[src/sv/vcf_pkg.sv]
`timescale 1ns / 1ps
`default_nettype none
package vcf_pkg;

	localparam int FrameLen = 11;
	localparam int InWidth = 32;
	localparam int ValWidth = 16;
	localparam int ProdWidth = 42;
	localparam int FracBits = 16;
	localparam int CntWidth = 4;

	localparam logic ActCommand = 1'b0;
	localparam logic ActCheck = 1'b1;

	localparam logic [7:0] FrameHead = 8'h7B;
	localparam logic [7:0] FrameTail = 8'h7D;
	localparam logic signed [10:0] ScaleFactor = 11'sd1000;
	localparam logic [7:0] TimeoutReset = 8'd3;
	localparam logic [7:0] ChecksMax = 8'd255;

	localparam logic signed [ValWidth-1:0] ValTop = 16'sh7FFF;
	localparam logic signed [ValWidth-1:0] ValBottom = 16'sh8000;

	// element i is frame byte i, element 0 goes out first
	typedef logic [FrameLen-1:0][7:0] frame_t;

	typedef struct packed {
		logic adv_s1;
		logic adv_s2;
	} pipe_ctrl_t;

endpackage
`default_nettype wire

[src/sv/vcf_lane.sv]
`timescale 1ns / 1ps
`default_nettype none
module vcf_lane (
	input  wire                                  clk,
	input  wire vcf_pkg::pipe_ctrl_t             ctrl,
	input  wire logic signed [vcf_pkg::InWidth-1:0] value,
	output logic [vcf_pkg::ValWidth-1:0]         scaled
);

	logic signed [vcf_pkg::ProdWidth-1:0] prod_s1;
	logic signed [vcf_pkg::ProdWidth-1:0] biased;
	logic signed [vcf_pkg::ProdWidth-vcf_pkg::FracBits-1:0] quot;
	logic [vcf_pkg::ValWidth-1:0] scaled_s2;

	always_ff @(posedge clk) begin
		if (ctrl.adv_s1) begin
			prod_s1 <= vcf_pkg::ProdWidth'(value) * vcf_pkg::ProdWidth'(vcf_pkg::ScaleFactor);
		end
	end

	// bias negatives so the shift truncates toward zero
	assign biased = prod_s1 + $signed({{(vcf_pkg::ProdWidth-vcf_pkg::FracBits){1'b0}},
		{vcf_pkg::FracBits{prod_s1[vcf_pkg::ProdWidth-1]}}});
	assign quot = biased[vcf_pkg::ProdWidth-1:vcf_pkg::FracBits];

	always_ff @(posedge clk) begin
		if (ctrl.adv_s2) begin
			if (quot > $signed((vcf_pkg::ProdWidth-vcf_pkg::FracBits)'(vcf_pkg::ValTop))) begin
				scaled_s2 <= vcf_pkg::ValTop;
			end else if (quot <
				$signed((vcf_pkg::ProdWidth-vcf_pkg::FracBits)'(vcf_pkg::ValBottom))) begin
				scaled_s2 <= vcf_pkg::ValBottom;
			end else begin
				scaled_s2 <= quot[vcf_pkg::ValWidth-1:0];
			end
		end
	end

	assign scaled = scaled_s2;

endmodule
`default_nettype wire

[src/sv/vcf_merge.sv]
`timescale 1ns / 1ps
`default_nettype none
module vcf_merge (
	input  wire logic [vcf_pkg::ValWidth-1:0] x,
	input  wire logic [vcf_pkg::ValWidth-1:0] y,
	input  wire logic [vcf_pkg::ValWidth-1:0] z,
	input  wire logic                         stop,
	output vcf_pkg::frame_t                   frame
);

	logic [vcf_pkg::ValWidth-1:0] xv, yv, zv;

	// stop frames carry zero velocity whatever the lanes hold
	assign xv = stop ? '0 : x;
	assign yv = stop ? '0 : y;
	assign zv = stop ? '0 : z;

	always_comb begin
		frame[0]  = vcf_pkg::FrameHead;
		frame[1]  = 8'h00;
		frame[2]  = 8'h00;
		frame[3]  = xv[15:8];
		frame[4]  = xv[7:0];
		frame[5]  = yv[15:8];
		frame[6]  = yv[7:0];
		frame[7]  = zv[15:8];
		frame[8]  = zv[7:0];
		frame[9]  = vcf_pkg::FrameHead ^ xv[15:8] ^ xv[7:0] ^ yv[15:8] ^ yv[7:0]
			^ zv[15:8] ^ zv[7:0];
		frame[10] = vcf_pkg::FrameTail;
	end

endmodule
`default_nettype wire

[src/sv/vcf_serializer.sv]
`timescale 1ns / 1ps
`default_nettype none
module vcf_serializer (
	input  wire                  clk,
	input  wire                  arst_n,
	input  wire vcf_pkg::frame_t frame,
	input  wire                  stop,
	input  wire                  load_req,
	output logic                 load_ok,
	output logic                 out_valid,
	input  wire                  out_stall,
	output logic [7:0]           frame_byte,
	output logic                 frame_last,
	output logic                 is_stop_frame
);

	vcf_pkg::frame_t shift_q;
	logic [vcf_pkg::CntWidth-1:0] cnt_q;
	logic busy_q;
	logic stop_q;
	logic out_acc;
	logic done;

	assign out_acc = busy_q && !out_stall;
	assign done = out_acc && (cnt_q == vcf_pkg::CntWidth'(vcf_pkg::FrameLen - 1));
	assign load_ok = !busy_q || done;

	always_ff @(posedge clk or negedge arst_n) begin
		if (!arst_n) begin
			busy_q <= 1'b0;
			cnt_q <= '0;
		end else if (load_req && load_ok) begin
			busy_q <= 1'b1;
			cnt_q <= '0;
		end else if (out_acc) begin
			cnt_q <= cnt_q + 1'b1;
			if (done) begin
				busy_q <= 1'b0;
			end
		end
	end

	// advance one byte per accepted word
	always_ff @(posedge clk) begin
		if (load_req && load_ok) begin
			shift_q <= frame;
			stop_q <= stop;
		end else if (out_acc) begin
			shift_q <= {8'h00, shift_q[vcf_pkg::FrameLen-1:1]};
		end
	end

	assign out_valid = busy_q;
	assign frame_byte = shift_q[0];
	assign frame_last = (cnt_q == vcf_pkg::CntWidth'(vcf_pkg::FrameLen - 1));
	assign is_stop_frame = stop_q;

endmodule
`default_nettype wire

[src/sv/velocity_command_framer_core.sv]
// Velocity command framer.
// Input channel (in_valid / in_stall): action, linear_x, linear_y, angular_z.
// action 0 scales the three Q16.16 values by 1000 to int16 (truncate, saturate)
// in three parallel lanes and queues an eleven-byte frame; action 1 is a
// watchdog check that may queue a zero-velocity stop frame or nothing at all.
// Output channel (out_valid / out_stall): one frame byte per word, frame_last
// on the closing byte, is_stop_frame on every byte of a stop frame.
// Configuration (cfg_valid / cfg_ready / cfg_data): timeout_checks, always ready.
// Path: the first byte follows the accepting edge through the multiply stage,
// the scale/saturate stage and the frame load. Bytes go out one per cycle from
// the output shifter while the receiver does not stall; up to two further
// frames are queued while a frame drains. Checks that send nothing skip the pipeline.
// Reset: timeout_checks is 3 and the check counter is saturated at 255, so the
// first check already sends a stop frame. Pipeline and output are empty.
// A stalled receiver holds the current byte; the pipeline fills and then
// in_stall rises until the frame in flight drains.
`timescale 1ns / 1ps
`default_nettype none
module velocity_command_framer_core (
	input  wire                clk,
	input  wire                arst_n,
	input  wire                in_valid,
	output logic               in_stall,
	input  wire                action,
	input  wire logic signed [31:0] linear_x,
	input  wire logic signed [31:0] linear_y,
	input  wire logic signed [31:0] angular_z,
	output logic               out_valid,
	input  wire                out_stall,
	output logic [7:0]         frame_byte,
	output logic               frame_last,
	output logic               is_stop_frame,
	input  wire                cfg_valid,
	output logic               cfg_ready,
	input  wire logic [7:0]    cfg_data
);

	logic [7:0] timeout_q;
	logic [7:0] checks_q;
	logic [7:0] checks_next;
	logic in_acc;
	logic emit;
	logic valid_s1, valid_s2;
	logic stop_s1, stop_s2;
	logic load_ok;
	vcf_pkg::pipe_ctrl_t ctrl;
	logic [vcf_pkg::ValWidth-1:0] x_val, y_val, z_val;
	vcf_pkg::frame_t frame;

	assign cfg_ready = 1'b1;

	assign ctrl.adv_s2 = !valid_s2 || load_ok;
	assign ctrl.adv_s1 = !valid_s1 || ctrl.adv_s2;
	assign in_stall = !ctrl.adv_s1;
	assign in_acc = in_valid && !in_stall;

	always_comb begin
		if (action == vcf_pkg::ActCommand) begin
			checks_next = '0;
		end else if (checks_q == vcf_pkg::ChecksMax) begin
			checks_next = checks_q;
		end else begin
			checks_next = checks_q + 1'b1;
		end
	end

	assign emit = (action == vcf_pkg::ActCommand) || (checks_next >= timeout_q);

	always_ff @(posedge clk or negedge arst_n) begin
		if (!arst_n) begin
			timeout_q <= vcf_pkg::TimeoutReset;
			checks_q <= vcf_pkg::ChecksMax;
		end else begin
			if (cfg_valid && cfg_ready) begin
				timeout_q <= cfg_data;
			end
			if (in_acc) begin
				checks_q <= checks_next;
			end
		end
	end

	// drop checks that send nothing at the door
	always_ff @(posedge clk or negedge arst_n) begin
		if (!arst_n) begin
			valid_s1 <= 1'b0;
			valid_s2 <= 1'b0;
		end else begin
			if (ctrl.adv_s1) begin
				valid_s1 <= in_acc && emit;
			end
			if (ctrl.adv_s2) begin
				valid_s2 <= valid_s1;
			end
		end
	end

	always_ff @(posedge clk) begin
		if (ctrl.adv_s1) begin
			stop_s1 <= (action == vcf_pkg::ActCheck);
		end
		if (ctrl.adv_s2) begin
			stop_s2 <= stop_s1;
		end
	end

	vcf_lane u_lane_x (.clk(clk), .ctrl(ctrl), .value(linear_x), .scaled(x_val));
	vcf_lane u_lane_y (.clk(clk), .ctrl(ctrl), .value(linear_y), .scaled(y_val));
	vcf_lane u_lane_z (.clk(clk), .ctrl(ctrl), .value(angular_z), .scaled(z_val));

	vcf_merge u_merge (
		.x(x_val),
		.y(y_val),
		.z(z_val),
		.stop(stop_s2),
		.frame(frame)
	);

	vcf_serializer u_ser (
		.clk(clk),
		.arst_n(arst_n),
		.frame(frame),
		.stop(stop_s2),
		.load_req(valid_s2),
		.load_ok(load_ok),
		.out_valid(out_valid),
		.out_stall(out_stall),
		.frame_byte(frame_byte),
		.frame_last(frame_last),
		.is_stop_frame(is_stop_frame)
	);

	a_cmd_clears: assert property (@(posedge clk) disable iff (!arst_n)
		in_acc && (action == vcf_pkg::ActCommand) |=> checks_q == 8'd0)
		else $error("command did not clear the check counter");

	a_tail_byte: assert property (@(posedge clk) disable iff (!arst_n)
		out_valid && frame_last |-> frame_byte == vcf_pkg::FrameTail)
		else $error("closing byte is not the frame tail");

	a_head_after_last: assert property (@(posedge clk) disable iff (!arst_n)
		out_valid && frame_last && !out_stall && valid_s2 |=>
		out_valid && frame_byte == vcf_pkg::FrameHead)
		else $error("queued frame did not follow the closing byte");

	a_s2_waits: assert property (@(posedge clk) disable iff (!arst_n)
		valid_s2 && !load_ok |=> valid_s2 && $stable(stop_s2))
		else $error("pending frame lost while the shifter was busy");

endmodule
`default_nettype wire

[config.mk]
export PLATFORM = sky130hd
export DESIGN_NAME = velocity_command_framer_core
export DESIGN_NICKNAME = d
export VERILOG_FILES = /design/src/sv/vcf_pkg.sv /design/src/sv/vcf_lane.sv /design/src/sv/vcf_merge.sv /design/src/sv/vcf_serializer.sv /design/src/sv/velocity_command_framer_core.sv
export SDC_FILE = /design/constraint.sdc
export NUM_CORES = 2
export LEC_CHECK = 0
export BUFFER_PORTS_ARGS = -buffer_cell sky130_fd_sc_hd__buf_2
export CORE_ASPECT_RATIO = 1.25
export CORE_MARGIN = 2
export CORE_UTILIZATION = 40
export CTS_CLUSTER_SIZE = 28
export DETAILED_ROUTE_END_ITERATION = 12
export PLACE_DENSITY = 0.63
export REMOVE_ABC_BUFFERS = 1
export SYNTH_ARGS = -nofsm -noshare
export SYNTH_HDL_FRONTEND = slang
export SYNTH_HIERARCHICAL = 1
export SYNTH_SLANG_ARGS = --single-unit
[constraint.sdc]
create_clock -name clk -period 4.05 [get_ports clk]
set_input_delay 0.6075 -clock clk [delete_from_list [all_inputs] [get_ports clk]]
set_output_delay 0.6075 -clock clk [all_outputs]
set_load 0.03 [all_outputs]
==> qor.log <==
qor: routing.viasPerCell 4.67
qor: cts.htree_levels 1
qor: placed_design.final_gp_congestion 0.846
qor: setup_path.cp_cell_sequence buf_8 -> inv_8 -> fa_1 -> fa_1 -> inv_1 -> fa_1 -> inv_1 -> fa_1 -> inv_2 -> ha_4 -> and4_4 -> buf_6 -> nand2_4 -> o211ai_1 -> a222oi_1 -> buf_4 -> o21ai_4 -> a21oi_2 -> and4b_1 -> or4_1
qor: routing.routed-via-count 23600
qor: floorplanning.start_util 0.404
qor: pwr.power.internal 19.0 mW
qor: floorplanning.dieArea 84700 um^2
qor: run_status.run_status complete, but fails checks
qor: cells_and_area.finish.utilization 0.516
qor: pwr.cellPowerDensity 757 nW/um^2
qor: setup_path.critPathArrivalTime 5050 ps
qor: cts.cts.reportedPaths.clkPinSlew 60 ps
qor: cts.clock_sink_count 279
qor: yosys.synth_cell_type_count 114
qor: global_route.grt_antenna_before_repair 0
qor: cells_and_area.area_delta_synth_final 27.8%
qor: routing.drtAntennaViolNets 0
qor: floorplanning.std_cell_rows 117
qor: pwr.pwr-share-seq 0.141
qor: setup_path.max_stage_delay 530 ps
qor: pwr.clock_share_of_power 0.091
qor: sta.timing.final.crit_period 4740 ps
qor: yosys.synth-edff-count 256
qor: sta.timing.final.hold_violations 0
qor: cells_and_area.final_nets 4791
qor: cts.clockBufferDepth 3
qor: job.maxCapViolCount 0
qor: global_route.wire_length_of_the_first_global_routing_pass 113000 um
qor: global_route.grtUsageTotal 0.158
qor: sta.setup_viol_count_final 61
qor: setup_path.critical_path.startpoint_type primary input
qor: cells_and_area.layout.filler_cells 7174
qor: sta.slew_headroom 0.259
qor: yosys.syn-cell-area 32900 um^2
qor: sta.unrepaired_setup_endpoints_after_global_routing yes
qor: routing.drcViolationCount 0
qor: cells_and_area.antenna_cells 0
qor: setup_path.crit_path_class in -> reg
qor: global_route.grt_pass1_vias 24900
qor: yosys.ys_seq_elements 279
qor: sta.worst_pin_slew 1110 ps
qor: cells_and_area.layout_common_cells sky130_fd_sc_hd__inv_1 (839), sky130_fd_sc_hd__buf_4 (451), sky130_fd_sc_hd__fa_1 (355)
qor: cts.cts-buffers-inserted 31
qor: setup_path.worst_path_most_repeated_cell sky130_fd_sc_hd__fa_1
qor: setup_path.cp_data_required_time 4360 ps
qor: yosys.warnings_synthesis 6
qor: sta.slew_viol_final 0
qor: cells_and_area.layout.cells.non_filler 5040
qor: pwr.vdd.ir_drop.worst 0.000505 V
qor: placed_design.number_of_buffer_cells_added_on_primary_ports 121
qor: cts.cts-root-buf sky130_fd_sc_hd__clkbuf_16
qor: run_status.violations_in_the_final_reports setup timing
qor: setup_path.slowest_stage sky130_fd_sc_hd__fa_1
qor: sta.clock_skew 17.0 ps
qor: yosys.synthArstFlopShare 0.0824
qor: global_route.pin_count_of_the_biggest_net_entering_global_routing 70
qor: cells_and_area.mostFrequentLayoutCell sky130_fd_sc_hd__inv_1
qor: sta.setup_ws -687 ps
qor: setup_path.cp_max_fo 3
qor: cts.worstSkewPairLatency 570 ps
qor: placed_design.dp_hpwl 52100 um
qor: floorplanning.ioPinCount 123
qor: yosys.ys.flop_type sky130_fd_sc_hd__edfxtp_1
qor: pwr.netSwitchingPower 12.9 mW
qor: cts.cts_tree built
qor: global_route.grt.overflow.total 0
qor: pwr.sw_frac_of_total 0.404
qor: routing.detail_route.wirelength 65700 um
qor: pwr.power.leakage 20.1 nW
qor: routing.first_pass_iters 6
qor: routing.mean_routed_wirelength_per_cell 13.0 um
qor: routing.initialDrtViolationCount 939
qor: yosys.synth_seq_area_share 0.251
qor: hold_path.worst_hold_path_type in -> reg
qor: floorplanning.fp.coreArea 81500 um^2
qor: sta.clock.fmax 211 MHz
qor: yosys.syn_inst_count 3311
qor: sta.final.period_utilization 1.17
qor: yosys.synth.avg_cell_area 9.95 um^2
qor: placed_design.dp_cells 4910
qor: cells_and_area.layout-drive-gt1-share 0.302
qor: floorplanning.fp.dieW 261 um
qor: floorplanning.floorplan.die.height 325 um
qor: pwr.power.combinational.fraction 0.769
qor: setup_path.end_kind flip-flop
==> sequential cells by signal, summed over array words and instances, names as in the netlist <==
register,cells
u_lane_y/prod_s1,39
u_lane_z/scaled,16
u_ser/shift_q,80
u_ser/frame_byte,8
stop_s2,1
u_ser/cnt_q,4
timeout_q,8
u_ser/is_stop_frame,1
u_lane_x/scaled,16
u_lane_x/prod_s1,39
valid_s2,1
stop_s1,1
u_lane_y/scaled,16
u_ser/out_valid,1
u_lane_z/prod_s1,39
checks_q,8
valid_s1,1
==> power by group through the flow <==
stage               registers (mW)  clock network [mW]  logic (mW)
floorplan                     4.50                   0        11.6
CTS                           4.48                3.00        22.5
detailed placement            4.54                   0        18.4
finish                        4.48                2.90        24.5
global placement              4.53                   0        18.2
global route                  4.51                3.10        27.2
==> area by class of cell <==
cell class / count / area (um^2) / area share
tap: 1071 / 1340 / 0.0318
timing repair buffer: 649 / 5220 / 0.124
sequential: 279 / 8280 / 0.197
multi-input combinational: 2021 / 22500 / 0.534
clock buffer: 36 / 795 / 0.0189
inverter: 962 / 3740 / 0.0889
clock inverter: 22 / 260 / 0.00618
==> Yosys cell counts (all sizes together) (7+ instances only) <==
| cell type | instances | share of area |
|---|---|---|
| o21bai | 17 | 0.0039 |
| nand3b | 8 | 0.0022 |
| o211ai | 8 | 0.0018 |
| nand2 | 97 | 0.011 |
| o31ai | 11 | 0.0029 |
| nand3 | 57 | 0.0088 |
| or2 | 9 | 0.0018 |
| nor2 | 110 | 0.013 |
| dfstp | 10 | 0.0080 |
| a21oi | 148 | 0.023 |
| nand2b | 26 | 0.0049 |
| a21boi | 11 | 0.0030 |
| o21ai | 97 | 0.015 |
| mux2 | 81 | 0.028 |
| a211o | 7 | 0.0019 |
| xnor3 | 8 | 0.0055 |
| clkbuf | 12 | 0.0014 |
| a211oi | 14 | 0.0035 |
| inv | 961 | 0.11 |
| fa | 363 | 0.22 |
| nor2b | 69 | 0.013 |
| o311ai | 7 | 0.0019 |
| nand4 | 20 | 0.0040 |
| xor2 | 52 | 0.014 |
| xnor2 | 121 | 0.032 |
| or3 | 9 | 0.0017 |
| edfxtp | 256 | 0.23 |
| and3 | 19 | 0.0038 |
| a31oi | 28 | 0.0053 |
| o21a | 23 | 0.0052 |
| a21o | 48 | 0.011 |
| nor3 | 25 | 0.0039 |
| and2 | 20 | 0.0039 |
| buf | 67 | 0.015 |
| ha | 374 | 0.14 |
| dfrtp | 13 | 0.0099 |
| and4 | 8 | 0.0023 |
| a31o | 9 | 0.0027 |
==> stage by stage <==
step / TNS (ps) / area (um^2) / worst slack [ps] / hold WS, ps / power [mW]
2_1_floorplan: -50090 / 32500 / -1400 / 312 / 16.1
3_3_place_gp: -83310 / 37900 / -1560 / 409 / 22.7
3_5_place_dp: -86680 / 37900 / -1620 / 407 / 23.0
4_1_cts: -15360 / 41300 / -607 / 221 / 30.0
5_1_grt: -26230 / 42100 / -867 / 244 / 34.9
6_report: -17440 / 42100 / -687 / 258 / 31.9
==> worst max-delay path: cells and delay by family <==
family                     cells  cell delay [ps]
adders and majority gates      5             2260
and+or+nand+nor                4              980
AOI/OAI and AO/OA              4              630
buffers and inverters          7              560
==> path summary, 6_finish.rpt <==
path / slack [ps] / cells after the start / startpoint / end
hold reg to reg: 420 / 0 / stop_s1$_DFFE_PN_ / stop_s2$_DFFE_PP_
hold / removal: 260 / 3 / cfg_data[6] / timeout_q[6]$_DFFE_PN0P_
min in group asynchronous: 550 / 2 / arst_n / timeout_q[3]$_DFFE_PN0P_
max in group asynchronous: 3130 / 2 / arst_n / checks_q[3]$_DFFE_PN1P_
setup / recovery: -690 / 20 / linear_x[8] / u_lane_x/prod_s1[38]$_DFFE_PP_
setup reg to reg: 470 / 10 / u_lane_x/prod_s1[41]$_DFFE_PP_ / u_lane_x/scaled[12]$_SDFFCE_PN1P_
==> cell families after synthesis <==
| kind of cell | synth area share |
|---|---|
| flops | 0.251 |
| fa+ha+maj | 0.363 |
| xor+xnor | 0.0515 |
| other cells | 0.000342 |
| buf+inv | 0.126 |
| mux | 0.0292 |
| simple gates | 0.0812 |
| compound gates | 0.0977 |
==> metal layers <==
layer,vias up,part of all wire,track usage
met5,-,0,0
met4,0,0.014,0.0266
met3,66,0.019,0.0121
met2,234,0.54,0.301
met1,11400,0.42,0.195
li1,11800,-,-
==> what timing repair did <==
item,in CTS,in global routing
cloned,0,0
pin swaps,299,168
setup buffers,74,31
resized for setup,482,174
endpoints found under the setup margin,75,74
endpoints found under the hold margin,4,0
hold buffers,1,0
No activity file was read; power rests on OpenSTA's default activity.
